File: config.mk
export PLATFORM = sky130hd
export DESIGN_NAME = two_table_calibration_remap_unit
export DESIGN_NICKNAME = d
export VERILOG_FILES = /design/src/rtl/core/ttcr_pkg.sv /design/src/rtl/core/ttcr_ctrl.sv /design/src/rtl/core/ttcr_dpath.sv /design/src/rtl/core/two_table_calibration_remap_unit.sv
export SDC_FILE = /design/constraint.sdc
export NUM_CORES = 2
export LEC_CHECK = 0
export ABC_AREA = 1
export BUFFER_PORTS_ARGS = -buffer_cell sky130_fd_sc_hd__buf_2
export CAP_MARGIN = 20
export CORE_ASPECT_RATIO = 1.75
export CORE_MARGIN = 1.5
export CORE_UTILIZATION = 61
export DETAILED_ROUTE_END_ITERATION = 12
export PLACE_DENSITY = 0.84
export SLEW_MARGIN = 30
export SYNTH_ARGS = -nofsm -noshare
export SYNTH_HDL_FRONTEND = slang
export SYNTH_SLANG_ARGS = --single-unit
File: constraint.sdc
create_clock -name i_clk -period 12.9 [get_ports i_clk]
set_input_delay 1.29 -clock i_clk [delete_from_list [all_inputs] [get_ports i_clk]]
set_output_delay 1.29 -clock i_clk [all_outputs]
set_load 0.02 [all_outputs]
File: src/rtl/core/ttcr_pkg.sv
package ttcr_pkg;

    localparam int DATA_W    = 16;
    localparam int CNT_W     = 5;
    localparam int SEG_W     = 5;
    localparam int IDX_W     = 4;
    localparam int CFG_IDX_W = 2;
    localparam int QUO_W     = 16;
    localparam int DIV_CNT_W = $clog2(QUO_W);

    localparam logic [DATA_W-1:0]    NO_CODE       = 16'hFFFF;
    localparam logic [CFG_IDX_W-1:0] CFG_OLD_COUNT = 2'd0;
    localparam logic [CFG_IDX_W-1:0] CFG_NEW_COUNT = 2'd1;

    typedef enum logic [1:0] {
        OP_WR_OLD  = 2'd0,
        OP_WR_NEW  = 2'd1,
        OP_CONVERT = 2'd2
    } t_op;

    typedef enum logic [1:0] {
        ST_OK     = 2'd0,
        ST_NO_OLD = 2'd1,
        ST_NO_NEW = 2'd2
    } t_status;

    typedef enum logic [2:0] {
        S_IDLE,
        S_SCAN,
        S_MUL,
        S_DINIT,
        S_DIV,
        S_FIN,
        S_OUT
    } t_state;

    typedef struct packed {
        logic wr_old;
        logic wr_new;
        logic capture;
        logic scan_start;
        logic rd;
        logic mul;
        logic div_init;
        logic div_step;
        logic fin;
        logic miss;
        logic load_out;
        logic sel_new;
    } t_cmd;

    typedef struct packed {
        logic hit;
        logic scan_end;
        logic div_last;
    } t_sts;

endpackage

File: src/rtl/core/ttcr_ctrl.sv
module ttcr_ctrl (
    input  logic             i_clk,
    input  logic             i_rst_n,
    input  logic             i_in_valid,
    input  logic [1:0]       i_op,
    output logic             o_in_ready,
    output logic             o_out_valid,
    input  logic             i_out_ready,
    output ttcr_pkg::t_cmd   o_cmd,
    input  ttcr_pkg::t_sts   i_sts
);
    import ttcr_pkg::*;

    t_state r_state;
    t_state n_state;
    logic   r_second;
    logic   n_second;
    logic   r_out_valid;
    logic   w_take;
    logic   w_conv;
    logic   w_out_free;

    assign w_take     = i_in_valid && (r_state == S_IDLE);
    assign w_conv     = (t_op'(i_op) == OP_CONVERT);
    assign w_out_free = !r_out_valid || i_out_ready;

    always_comb begin
        n_state  = r_state;
        n_second = r_second;
        case (r_state)
            S_IDLE: begin
                if (w_take && w_conv) begin
                    n_state  = S_SCAN;
                    n_second = 1'b0;
                end
            end
            S_SCAN: begin
                if (i_sts.hit) begin
                    n_state = S_MUL;
                end else if (i_sts.scan_end) begin
                    n_state = S_OUT;
                end
            end
            S_MUL:   n_state = S_DINIT;
            S_DINIT: n_state = S_DIV;
            S_DIV: begin
                if (i_sts.div_last) begin
                    n_state = S_FIN;
                end
            end
            S_FIN: begin
                if (!r_second) begin
                    n_second = 1'b1;
                    n_state  = S_SCAN;
                end else begin
                    n_state = S_OUT;
                end
            end
            S_OUT: begin
                if (w_out_free) begin
                    n_state = S_IDLE;
                end
            end
            default: n_state = S_IDLE;
        endcase
    end

    always_comb begin
        o_cmd         = '0;
        o_cmd.sel_new = r_second;
        case (r_state)
            S_IDLE: begin
                o_cmd.wr_old     = w_take && (t_op'(i_op) == OP_WR_OLD);
                o_cmd.wr_new     = w_take && (t_op'(i_op) == OP_WR_NEW);
                o_cmd.capture    = w_take && w_conv;
                o_cmd.scan_start = w_take && w_conv;
            end
            S_SCAN: begin
                o_cmd.rd   = !i_sts.hit && !i_sts.scan_end;
                o_cmd.miss = !i_sts.hit && i_sts.scan_end;
            end
            S_MUL:   o_cmd.mul      = 1'b1;
            S_DINIT: o_cmd.div_init = 1'b1;
            S_DIV:   o_cmd.div_step = 1'b1;
            S_FIN: begin
                o_cmd.fin        = 1'b1;
                o_cmd.scan_start = !r_second;
            end
            S_OUT:   o_cmd.load_out = w_out_free;
            default: o_cmd.sel_new  = r_second;
        endcase
    end

    always_ff @(posedge i_clk) begin
        if (!i_rst_n) begin
            r_state     <= S_IDLE;
            r_second    <= 1'b0;
            r_out_valid <= 1'b0;
        end else begin
            r_state  <= n_state;
            r_second <= n_second;
            if (o_cmd.load_out) begin
                r_out_valid <= 1'b1;
            end else if (i_out_ready) begin
                r_out_valid <= 1'b0;
            end
        end
    end

    assign o_in_ready  = (r_state == S_IDLE);
    assign o_out_valid = r_out_valid;

`ifndef SYNTH
    a_out_from_load: assert property (@(posedge i_clk) disable iff (!i_rst_n)
        $rose(r_out_valid) |-> $past(r_state == S_OUT))
        else $error("result raised outside output load");

    a_convert_scans: assert property (@(posedge i_clk) disable iff (!i_rst_n)
        (i_in_valid && o_in_ready && w_conv) |=> (r_state == S_SCAN) && !r_second)
        else $error("convert transaction did not start old table scan");

    a_div_to_fin: assert property (@(posedge i_clk) disable iff (!i_rst_n)
        (r_state == S_DIV && i_sts.div_last) |=> (r_state == S_FIN))
        else $error("division did not finish");

    a_out_holds: assert property (@(posedge i_clk) disable iff (!i_rst_n)
        (r_state == S_OUT && r_out_valid && !i_out_ready) |=> (r_state == S_OUT))
        else $error("result overwritten while receiver stalled");
`endif

endmodule

File: src/rtl/core/ttcr_dpath.sv
module ttcr_dpath #(
    parameter int MAX_POINTS = 16
) (
    input  logic                                  i_clk,
    input  logic                                  i_rst_n,
    input  ttcr_pkg::t_cmd                        i_cmd,
    output ttcr_pkg::t_sts                        o_sts,
    input  logic                                  i_cfg_valid,
    input  logic [ttcr_pkg::CFG_IDX_W-1:0]        i_cfg_index,
    input  logic [ttcr_pkg::CNT_W-1:0]            i_cfg_data,
    input  logic [ttcr_pkg::IDX_W-1:0]            i_point_index,
    input  logic [ttcr_pkg::DATA_W-1:0]           i_point_code,
    input  logic [ttcr_pkg::DATA_W-1:0]           i_point_value,
    input  logic [ttcr_pkg::DATA_W-1:0]           i_reading,
    output logic [1:0]                            o_status,
    output logic [ttcr_pkg::DATA_W-1:0]           o_code_out,
    output logic [ttcr_pkg::DATA_W-1:0]           o_value_out,
    output logic [ttcr_pkg::SEG_W-1:0]            o_segment_end
);
    import ttcr_pkg::*;

    localparam int AW    = $clog2(MAX_POINTS);
    localparam int PW    = $clog2(MAX_POINTS + 1);
    localparam int CMPW  = (PW > CNT_W) ? PW : CNT_W;
    localparam int ENT_W = 2 * DATA_W;
    localparam int DVD_W = 2 * DATA_W + 2;

    logic [ENT_W-1:0]   r_old_mem [MAX_POINTS];
    logic [ENT_W-1:0]   r_new_mem [MAX_POINTS];
    logic [ENT_W-1:0]   r_cur;
    logic [ENT_W-1:0]   r_prev;
    logic [AW-1:0]      r_seg;
    logic [PW-1:0]      r_ptr;
    logic               r_pair;
    logic [CNT_W-1:0]   r_old_cnt;
    logic [CNT_W-1:0]   r_new_cnt;
    logic [DATA_W-1:0]  r_reading;

    logic [ENT_W-1:0]   r_prod;
    logic [DATA_W-1:0]  r_den;
    logic [DATA_W-1:0]  r_y0;
    logic               r_neg;
    logic               r_zero_run;
    logic [DATA_W:0]    r_rem;
    logic [QUO_W-1:0]   r_dq;
    logic [DIV_CNT_W-1:0] r_div_cnt;

    logic [DATA_W-1:0]  r_code;
    logic [DATA_W-1:0]  r_last;
    t_status            r_st;
    logic [SEG_W-1:0]   r_seg_res;
    t_status            r_o_status;
    logic [DATA_W-1:0]  r_o_code;
    logic [DATA_W-1:0]  r_o_value;
    logic [SEG_W-1:0]   r_o_seg;

    logic               w_idx_ok;
    logic [AW-1:0]      w_waddr;
    logic [AW-1:0]      w_raddr;
    logic [CNT_W-1:0]   w_cnt;
    logic [CMPW-1:0]    w_cnt_x;
    logic [CMPW-1:0]    w_max;
    logic [CMPW-1:0]    w_n;
    logic [DATA_W-1:0]  w_ax;
    logic [DATA_W-1:0]  w_bx;
    logic [DATA_W-1:0]  w_ay;
    logic [DATA_W-1:0]  w_by;
    logic [DATA_W-1:0]  w_key;
    logic [DATA_W-1:0]  w_dx;
    logic [DATA_W-1:0]  w_dy;
    logic [DATA_W-1:0]  w_den;
    logic               w_neg;
    logic [DVD_W-1:0]   w_dvd;
    logic [DATA_W:0]    w_dv;
    logic [DATA_W+1:0]  w_trial;
    logic [DATA_W+1:0]  w_diff;
    logic               w_ge;
    logic [DATA_W:0]    w_sum;
    logic [DATA_W:0]    w_dif;
    logic [DATA_W-1:0]  w_res;

    // table writes and registered reads
    assign w_idx_ok = (32'(i_point_index) < 32'(MAX_POINTS));
    assign w_waddr  = AW'(i_point_index);
    assign w_raddr  = r_ptr[AW-1:0];

    always_ff @(posedge i_clk) begin
        if (i_cmd.wr_old && w_idx_ok) begin
            r_old_mem[w_waddr] <= {i_point_code, i_point_value};
        end
        if (i_cmd.wr_new && w_idx_ok) begin
            r_new_mem[w_waddr] <= {i_point_code, i_point_value};
        end
        if (i_cmd.rd) begin
            r_cur  <= i_cmd.sel_new ? r_new_mem[w_raddr] : r_old_mem[w_raddr];
            r_prev <= r_cur;
            r_seg  <= w_raddr;
        end
    end

    // segment scan
    assign w_cnt   = i_cmd.sel_new ? r_new_cnt : r_old_cnt;
    assign w_cnt_x = CMPW'(w_cnt);
    assign w_max   = CMPW'(MAX_POINTS);
    assign w_n     = (w_cnt_x > w_max) ? w_max : w_cnt_x;

    assign w_ax  = i_cmd.sel_new ? r_prev[ENT_W-1:DATA_W] : r_prev[DATA_W-1:0];
    assign w_bx  = i_cmd.sel_new ? r_cur[ENT_W-1:DATA_W]  : r_cur[DATA_W-1:0];
    assign w_ay  = i_cmd.sel_new ? r_prev[DATA_W-1:0]     : r_prev[ENT_W-1:DATA_W];
    assign w_by  = i_cmd.sel_new ? r_cur[DATA_W-1:0]      : r_cur[ENT_W-1:DATA_W];
    assign w_key = i_cmd.sel_new ? r_code : r_reading;

    assign o_sts.hit      = r_pair && (((w_ax >= w_key) && (w_key >= w_bx)) ||
                                       ((w_bx >= w_key) && (w_key >= w_ax)));
    assign o_sts.scan_end = (CMPW'(r_ptr) == w_n);
    assign o_sts.div_last = (r_div_cnt == DIV_CNT_W'(QUO_W - 1));

    always_ff @(posedge i_clk) begin
        if (!i_rst_n) begin
            r_ptr     <= '0;
            r_pair    <= 1'b0;
            r_old_cnt <= CNT_W'(2);
            r_new_cnt <= CNT_W'(2);
        end else begin
            if (i_cmd.scan_start) begin
                r_ptr  <= '0;
                r_pair <= 1'b0;
            end else if (i_cmd.rd) begin
                r_ptr  <= r_ptr + PW'(1);
                r_pair <= (r_ptr != '0);
            end
            if (i_cfg_valid) begin
                case (i_cfg_index)
                    CFG_OLD_COUNT: r_old_cnt <= i_cfg_data;
                    CFG_NEW_COUNT: r_new_cnt <= i_cfg_data;
                    default:       r_old_cnt <= r_old_cnt;
                endcase
            end
        end
    end

    // magnitudes and signs of the segment terms
    assign w_dx  = (w_key >= w_ax) ? (w_key - w_ax) : (w_ax - w_key);
    assign w_dy  = (w_by >= w_ay) ? (w_by - w_ay) : (w_ay - w_by);
    assign w_den = (w_bx >= w_ax) ? (w_bx - w_ax) : (w_ax - w_bx);
    assign w_neg = (w_key < w_ax) ^ (w_by < w_ay) ^ (w_bx < w_ax);

    // rounded quotient: floor((2*num + den) / (2*den)), one bit per cycle
    assign w_dvd   = {1'b0, r_prod, 1'b0} + DVD_W'(r_den);
    assign w_dv    = {r_den, 1'b0};
    assign w_trial = {r_rem, r_dq[QUO_W-1]};
    assign w_diff  = w_trial - {1'b0, w_dv};
    assign w_ge    = (w_trial >= {1'b0, w_dv});

    assign w_sum = {1'b0, r_y0} + {1'b0, r_dq};
    assign w_dif = {1'b0, r_y0} - {1'b0, r_dq};

    always_comb begin
        if (r_zero_run) begin
            w_res = r_y0;
        end else if (r_neg) begin
            w_res = w_dif[DATA_W] ? '0 : w_dif[DATA_W-1:0];
        end else begin
            w_res = w_sum[DATA_W] ? {DATA_W{1'b1}} : w_sum[DATA_W-1:0];
        end
    end

    always_ff @(posedge i_clk) begin
        if (i_cmd.capture) begin
            r_reading <= i_reading;
        end
        if (i_cmd.mul) begin
            r_prod     <= w_dx * w_dy;
            r_den      <= w_den;
            r_y0       <= w_ay;
            r_neg      <= w_neg;
            r_zero_run <= (w_den == '0);
        end
        if (i_cmd.div_init) begin
            r_rem     <= w_dvd[DATA_W+QUO_W:QUO_W];
            r_dq      <= w_dvd[QUO_W-1:0];
            r_div_cnt <= '0;
        end else if (i_cmd.div_step) begin
            r_rem     <= w_ge ? w_diff[DATA_W:0] : w_trial[DATA_W:0];
            r_dq      <= {r_dq[QUO_W-2:0], w_ge};
            r_div_cnt <= r_div_cnt + DIV_CNT_W'(1);
        end
        if (i_cmd.fin) begin
            if (!i_cmd.sel_new) begin
                r_code <= w_res;
            end else begin
                r_st      <= ST_OK;
                r_seg_res <= SEG_W'(r_seg);
            end
        end else if (i_cmd.miss) begin
            r_st      <= i_cmd.sel_new ? ST_NO_NEW : ST_NO_OLD;
            r_seg_res <= SEG_W'(MAX_POINTS);
            if (!i_cmd.sel_new) begin
                r_code <= NO_CODE;
            end
        end
        if (i_cmd.load_out) begin
            r_o_status <= r_st;
            r_o_code   <= r_code;
            r_o_value  <= r_last;
            r_o_seg    <= r_seg_res;
        end
    end

    always_ff @(posedge i_clk) begin
        if (!i_rst_n) begin
            r_last <= '0;
        end else if (i_cmd.fin && i_cmd.sel_new) begin
            r_last <= w_res;
        end
    end

    assign o_status      = r_o_status;
    assign o_code_out    = r_o_code;
    assign o_value_out   = r_o_value;
    assign o_segment_end = r_o_seg;

endmodule

File: src/rtl/core/two_table_calibration_remap_unit.sv
// Two-table calibration remap: maps a physical reading through an old
// piecewise-linear calibration table to a converter code, then through a
// new table back to a physical value.
// Input channel (i_in_valid / o_in_ready): op 0 and 1 write a point of the
// old or new table in the accepting cycle and give no result; op 2 converts
// i_reading and gives one result; op 3 is dropped.
// Config channel: index 0 old point count, index 1 new point count; always
// ready, to be written only while the unit is idle.
// Output channel (o_out_valid / i_out_ready): status, code, value and the
// end index of the new-table segment used.
// A convert transaction runs from acceptance to result in this order:
// each table is scanned one point per cycle through a single memory read
// port, each interpolation takes a multiply step, a setup step, a
// one-bit-per-cycle divider over 16 quotient bits and a write-back step,
// and the output register is loaded last. A miss in a table ends early.
// Items are taken one at a time; a new item is accepted while the result
// waits, but a convert result waits in its last state until the output
// register is free. Reset sets both counts to 2 and the kept value to 0;
// table contents are undefined until written.
module two_table_calibration_remap_unit #(
    parameter int MAX_POINTS = 16
) (
    input  logic                                  i_clk,
    input  logic                                  i_rst_n,
    input  logic                                  i_in_valid,
    output logic                                  o_in_ready,
    input  logic [1:0]                            i_op,
    input  logic [ttcr_pkg::IDX_W-1:0]            i_point_index,
    input  logic [ttcr_pkg::DATA_W-1:0]           i_point_code,
    input  logic [ttcr_pkg::DATA_W-1:0]           i_point_value,
    input  logic [ttcr_pkg::DATA_W-1:0]           i_reading,
    output logic                                  o_out_valid,
    input  logic                                  i_out_ready,
    output logic [1:0]                            o_status,
    output logic [ttcr_pkg::DATA_W-1:0]           o_code_out,
    output logic [ttcr_pkg::DATA_W-1:0]           o_value_out,
    output logic [ttcr_pkg::SEG_W-1:0]            o_segment_end,
    input  logic                                  i_cfg_valid,
    output logic                                  o_cfg_ready,
    input  logic [ttcr_pkg::CFG_IDX_W-1:0]        i_cfg_index,
    input  logic [ttcr_pkg::CNT_W-1:0]            i_cfg_data
);
    import ttcr_pkg::*;

    t_cmd w_cmd;
    t_sts w_sts;

    assign o_cfg_ready = 1'b1;

    ttcr_ctrl u_ctrl (
        .i_clk       (i_clk),
        .i_rst_n     (i_rst_n),
        .i_in_valid  (i_in_valid),
        .i_op        (i_op),
        .o_in_ready  (o_in_ready),
        .o_out_valid (o_out_valid),
        .i_out_ready (i_out_ready),
        .o_cmd       (w_cmd),
        .i_sts       (w_sts)
    );

    ttcr_dpath #(
        .MAX_POINTS (MAX_POINTS)
    ) u_dpath (
        .i_clk         (i_clk),
        .i_rst_n       (i_rst_n),
        .i_cmd         (w_cmd),
        .o_sts         (w_sts),
        .i_cfg_valid   (i_cfg_valid),
        .i_cfg_index   (i_cfg_index),
        .i_cfg_data    (i_cfg_data),
        .i_point_index (i_point_index),
        .i_point_code  (i_point_code),
        .i_point_value (i_point_value),
        .i_reading     (i_reading),
        .o_status      (o_status),
        .o_code_out    (o_code_out),
        .o_value_out   (o_value_out),
        .o_segment_end (o_segment_end)
    );

endmodule

* After elaboration in Yosys (flattened, before gate mapping)
Memory sizes are Yosys's and may differ from the RTL's. A register that Yosys moved wholly into a read port is not among the register bits. Index checks and enable logic that the tools add are counted.
Cells by class: $mul 1, multiplexer cells 59, equality and inequality tests 18, bitwise logic cells 3, magnitude comparators 11, add/sub/neg operators 12, reductions and logical operators 32
Operators with widths (number):
- 2-to-1 mux 16 bit | 18
- greater-or-equal comparator 16 bit | 6
- subtractor 16 bit | 6
- 2-to-1 mux 17 bit | 3
- less-than comparator 16 bit | 3
- adder 33 x 16 -> 33 bit | 1
- multiplier 16 x 16 -> 32 bit | 1
- 2-to-1 mux 32 bit | 1
- 2-to-1 mux 5 bit | 5
- 2-to-1 mux 3 bit | 7
- case mux 3 bit (7 select lines) | 1
- greater-or-equal comparator 18 x 17 -> 1 bit | 1
- adder 16 x 16 -> 17 bit | 1
- subtractor 16 x 16 -> 17 bit | 1
- subtractor 17 bit | 1
- logical NOT 16 bit | 1
- 2-to-1 mux 4 bit | 4
- 2-to-1 mux 1 bit | 14
- logical AND 1 bit | 10
- equality test 3 bit (second input constant) | 3
- 2-to-1 mux 2 bit | 4
- AND reduction 2 bit | 4
- nonzero test 2 bit | 4
- equality test 3 x 2 -> 1 bit (second input constant) | 2
- 22 further kinds | 34
Storage, ports and cells: memories kept 2, register bits after elaboration 286, RAM bits 1024, input bits 66
Memories:
- u_dpath.r_new_mem | words 16, bits a word 32, rd ports 1, clocked after memory_dff 1, write ports 1, line ttcr_dpath.sv:29 | logic [ENT_W-1:0] r_new_mem [MAX_POINTS];
- u_dpath.r_old_mem | words 16, bits a word 32, rd ports 1, clocked after memory_dff 1, write ports 1, line ttcr_dpath.sv:28 | logic [ENT_W-1:0] r_old_mem [MAX_POINTS];

* Depth between registers and ports, before layout
word-level depth 10, mapped depth 47, gate-level depth less buffers 41

* By module
A second synthesis with hierarchy kept.
Second synthesis, totals: cells, all modules 6709, area total of the unflattened synthesis 69805.7 µm²
By module, submodules not included:
- ttcr_dpath | cells an instance 6631, sequential area each 38907.3 µm², area an instance 69335.2 µm², instances 1
- ttcr_ctrl | cells an instance 76, sequential area each 100.1 µm², area an instance 459.2 µm², instances 1
- two_table_calibration_remap_unit | cells an instance 2, sequential area each 0.0 µm², area an instance 11.3 µm², instances 1

* Worst setup path after synthesis
No wires, ideal clock.
path kind register to register, start reg u_ctrl.r_second, end reg u_dpath.r_prod[25] (data pin), library setup time 0.258 ns, cell stages (with the launch flop) 41, path buffers 5, arrival 7.463 ns, slack 5.179 ns, path through dfxtp_1 buf_4 inv_2 clkbuf_1 clkbuf_1 or2_2 o21ai_0 inv_1 ha_1 inv_1 fa_1 nand2_1 nand2_2 a21oi_4 o21bai_4 nand2_2 nand3_4 inv_4 (+5 left out) fa_1 inv_1 fa_1 fa_1 inv_1 fa_1 fa_1 inv_1 fa_1 inv_1 ha_1 a21o_1 o21bai_1 o21bai_1 a21boi_0 nor2_1 nor2_1 xnor2_1
On the way: word-level cells in the longest chain between the ends 4, elaborated cells between the ends (all ways) 13, those cells by class add/sub: 4; mul: 1; order compare: 2; mux: 6
Ends and longest elaborated chain:
- start: declaration | line ttcr_ctrl.sv:16 | logic r_second;
- start signal: assignment | line ttcr_ctrl.sv:101 | r_second <= n_second;
- 2-to-1 mux 16 bit * | line ttcr_dpath.sv:109 | assign w_ay = i_cmd.sel_new ? r_prev[DATA_W-1:0] : r_prev[ENT_W-1:DATA_W];
- named net u_dpath.w_ay[0] | line ttcr_dpath.sv:66 | logic [DATA_W-1:0] w_ay;
- subtractor 16 bit or greater-or-equal comparator 16 bit (tied branches) | line ttcr_dpath.sv:144 | assign w_dy = (w_by >= w_ay) ? (w_by - w_ay) : (w_ay - w_by);
- 2-to-1 mux 16 bit * | line ttcr_dpath.sv:144
- multiplier 16 x 16 -> 32 bit * | line ttcr_dpath.sv:173 | r_prod <= w_dx * w_dy;
- end signal: assignment | line ttcr_dpath.sv:173
- end: declaration | line ttcr_dpath.sv:39 | logic [ENT_W-1:0] r_prod;
Mark *: on every way through the listed nets, which the timed path passes. The rest lies on a longest branch. A chain may end at the register's enable or synchronous reset.

* Worst setup path in the final report
start reg u_ctrl.r_second, end reg u_dpath.r_prod[28] (data pin)
On the way: word-level cells in the longest chain between the ends 4, elaborated cells between the ends (all ways) 13, those cells by class add/sub: 4; mul: 1; order compare: 2; mux: 6
Ends and longest elaborated chain:
- 2-to-1 mux 16 bit, on equally long branches
- subtractor 16 bit, or another cell as far along | line ttcr_dpath.sv:143 | assign w_dx = (w_key >= w_ax) ? (w_key - w_ax) : (w_ax - w_key);
- 2-to-1 mux 16 bit, on equally long branches | line ttcr_dpath.sv:143, ttcr_dpath.sv:144
- multiplier 16 x 16 -> 32 bit * | line ttcr_dpath.sv:173
Mark *: on every way between the ends. The rest lies on a longest branch, timed or not.

==> flow_summary.ini <==
[route]
ant_nets = 0
drc = 0
wl_per_cell_um = 29.7
wl_met3_um = 22600
routed_wl_um = 244000
via_count = 52800
routed.top_layer = met5
wl_met2_um = 123000
via_per_inst = 6.45
drt_iter0_drc = 6726
routedLengthMet1_um = 70500
dr.pass1.iters = 6

[clock_network]
clk_pin_slew_worst_paths_ns = 0.08
cts_setup_buffers = 0
root_buffer = clkbuf_16
cts_resized = 0
cts_buffer_depth = 3
cts_tree = done
holdBufCountCts = 0
cts_made_buffers = 110
clk_latency_ns = 0.79
htree_levels = 3
numClockSinks = 1314

[sta]
maxSlewViolCount = 0
fmax_ghz = 0.0891
fin_crit_ns = 11.23
setup_tns_ns = 0
rsz0062_at_grt = no
clock_skew_ns = 0.0516
post-route-period-util_pct = 87.0
hold_viol_final = 0
setup_viol_count_final = 0
slew_headroom_pct = 20.3
worstMarginPinSlew_ns = 1.19

[flow_run]
drv_cap = 0

[setup_path]
startpoint = u_ctrl.r_second
r2r_start = u_ctrl.r_second
cp_common_cell = nand2_1
cpPeakStageDelay_ns = 0.76
endpoint_kind = flop
cp.required_ns = 13.36
start_kind = flop
arrival_ns = 11.69
slowest_stage = dfxtp_4
crit_fanout = 36
worstSetupPathType = flop to flop

[place]
dp_hpwl_um = 163000
io_buffers = 106
place.gp.congestion = 1.05

[die]
die_y_um = 449
fp.dieArea_mm2 = 0.116
io_pins = 108
core_region_area_mm2 = 0.113
die_w_um = 258
rows = 163
start_util_pct = 61.6

[yosys]
synthTopCellsByArea = edfxtp_1, fa_1, o21ai_0
ys_types = 57
synth_top_area_cell = edfxtp_1
ys_ff_latch = 1314
synth_area_mm2 = 0.0694
syn_area_per_cell_um2 = 10.5
synthFlopType = edfxtp_1
syn-num-nets = 7150
yosysSeqAreaShare_pct = 56.2
ys_async_sr_fraction_pct = 0
yosys.area.top_type_share_pct = 54.9
synth_edf_count = 1269
ys.warnings.count = 0
netlist_instances = 6600

[layout]
nFillCells = 8250
drive_gt1_share_pct = 8.99
area_delta_synth_final_pct = 8.29
nNetsFinal = 7141
regArea_mm2 = 0.0390
multi_input_area_mm2 = 0.0267

[min_path]
hp-class = flop to flop
min-delay-start = u_dpath.r_seg_res[4]

[global_routing]
antenna_found_initial = 39
grt_pass1_wl_um = 345000
grt_pass1_vias = 52700
gr-total-overflow = 0
grt_max_degree = 230
grt_use_total_pct = 42.0

[run_status]
outcome = complete, no violations
-- synthesized netlist by cell type, types with 2 or more instances --
| cell | count |
|---|---|
| a31oi_1 | 46 |
| nand2_4 | 8 |
| o22ai_1 | 77 |
| a21o_1 | 21 |
| nand4_1 | 33 |
| a32oi_1 | 26 |
| o21ai_1 | 14 |
| nor2_4 | 5 |
| a21boi_0 | 7 |
| or2_2 | 89 |
| buf_1 | 6 |
| a21oi_1 | 201 |
| nand2_1 | 867 |
| nand3_4 | 3 |
| o21ai_0 | 763 |
| nand3_1 | 240 |
| buf_2 | 46 |
| o21bai_1 | 23 |
| buf_4 | 15 |
| nor3_4 | 2 |
| inv_4 | 2 |
| and2_1 | 4 |
| ha_1 | 280 |
| inv_2 | 24 |
| a21oi_2 | 5 |
| o211ai_1 | 9 |
| o221ai_1 | 186 |
| edfxtp_1 | 1269 |
| o21ai_2 | 8 |
| nor2_2 | 7 |
| nor3_1 | 31 |
| fa_1 | 204 |
| nand2_2 | 30 |
| xor2_1 | 102 |
| inv_1 | 661 |
| clkbuf_1 | 226 |
| buf_6 | 15 |
| o21a_1 | 3 |
| xnor2_1 | 27 |
| nor4_1 | 5 |
| nor2_1 | 948 |
| a211oi_1 | 2 |
| dfxtp_1 | 45 |
| a21oi_4 | 2 |
-- cells by family (layout without fill, tap and decap cells) --
logic type	after synthesis	count (layout)	synth area share [%]
AND/OR/NAND/NOR	2275	2275	13.7
AO/OA/AOI/OAI	1398	1398	11.8
flip-flops	1314	1314	56.2
buffers and inverters	999	1084	5.75
adder cells (fa/ha/maj)	484	484	10.9
XOR/XNOR	129	129	1.63
other	1	26	0.00540
-- sequential cells by signal, summed over array words and instances, names as in the netlist, 5 cells and up, named ones only --
| signal | cells |
|---|---|
| u_dpath.o_code_out | 16 |
| u_dpath.o_segment_end | 5 |
| u_dpath.o_value_out | 16 |
| u_dpath.r_code | 16 |
| u_dpath.r_cur | 32 |
| u_dpath.r_den | 16 |
| u_dpath.r_dq | 16 |
| u_dpath.r_last | 16 |
| u_dpath.r_new_cnt | 5 |
| u_dpath.r_new_mem | 512 |
| u_dpath.r_old_cnt | 5 |
| u_dpath.r_old_mem | 512 |
| u_dpath.r_prev | 32 |
| u_dpath.r_prod | 32 |
| u_dpath.r_ptr | 5 |
| u_dpath.r_reading | 16 |
| u_dpath.r_rem | 17 |
| u_dpath.r_seg_res | 5 |
| u_dpath.r_y0 | 16 |
-- routing by layer --
layer  vias to the layer above  track usage [%]
li1                      22800                -
met1                     25300             41.1
met4                        12             40.0
met2                      3535             72.0
met3                      1126             9.97
met5                         -                0
-- cell usage in the layout (no fill, tap or decap), types with 28 or more instances in the layout --
cell type  netlist  routed
nor2_4           5      39
nand4_1         33      33
inv_1          661     657
nand2_2         30      30
nand2_1        867     867
buf_4           15      77
o21ai_0        763     759
a21oi_1        201     200
o22ai_1         77      76
clkbuf_16        0     110
fa_1           204     204
or2_2           89      89
dfxtp_1         45      40
edfxtp_1      1269    1269
xor2_1         102     100
nor2_1         948     914
nor3_1          31      28
a31oi_1         46      46
nand3_1        240     238
o221ai_1       186     186
ha_1           280     280
buf_2           46     106
-- metrics by stage --
step | worst slack (ns) | hold WS (ns) | instances | area, um2 | utilization [%]
CTS | 1.88 | 0.412 | 8166 | 75000 | 66.5
floorplan | 5.18 | 0.400 | 6600 | 69400 | -
global route | 1.38 | 0.422 | 8181 | 75100 | 66.6
finish | 1.67 | 0.411 | 8195 | 75200 | 66.7
detailed placement | 1.92 | 0.405 | 7960 | 71400 | 63.3
global placement | 2.06 | 0.402 | 7959 | 71300 | 63.2
-- path summary, 6_finish.rpt --
kind	end	slack (ns)	cells after the start
setup / recovery	u_dpath.r_prod[28]	1.67	37
hold / removal	u_dpath.o_segment_end[4]	0.41	0
setup reg to reg	u_dpath.r_prod[28]	1.67	37
hold reg to reg	u_dpath.o_segment_end[4]	0.41	0
-- layout make-up --
type	count	share of cell area (%)
Inverter	689	3.48
Multi-Input combinational cell	4287	35.6
Sequential cell	1314	51.9
Antenna cell	25	0.0832
Clock buffer	123	3.73
Tap cell	1485	2.47
Timing Repair Buffer	189	1.61
Clock inverter	83	1.16
-- critical path, delay by kind of cell, from the launching register on --
| family | cells | cell delay [ns] |
|---|---|---|
| compound gates | 2 | 0.37 |
| flops | 1 | 0.76 |
| buf+inv | 10 | 2.10 |
| fa+ha+maj | 8 | 4.42 |
| simple gates | 17 | 3.20 |
Power is left out: the tool's default activity adds up to more than one toggle a clock period on the data nets, which glitch-free logic cannot reach.
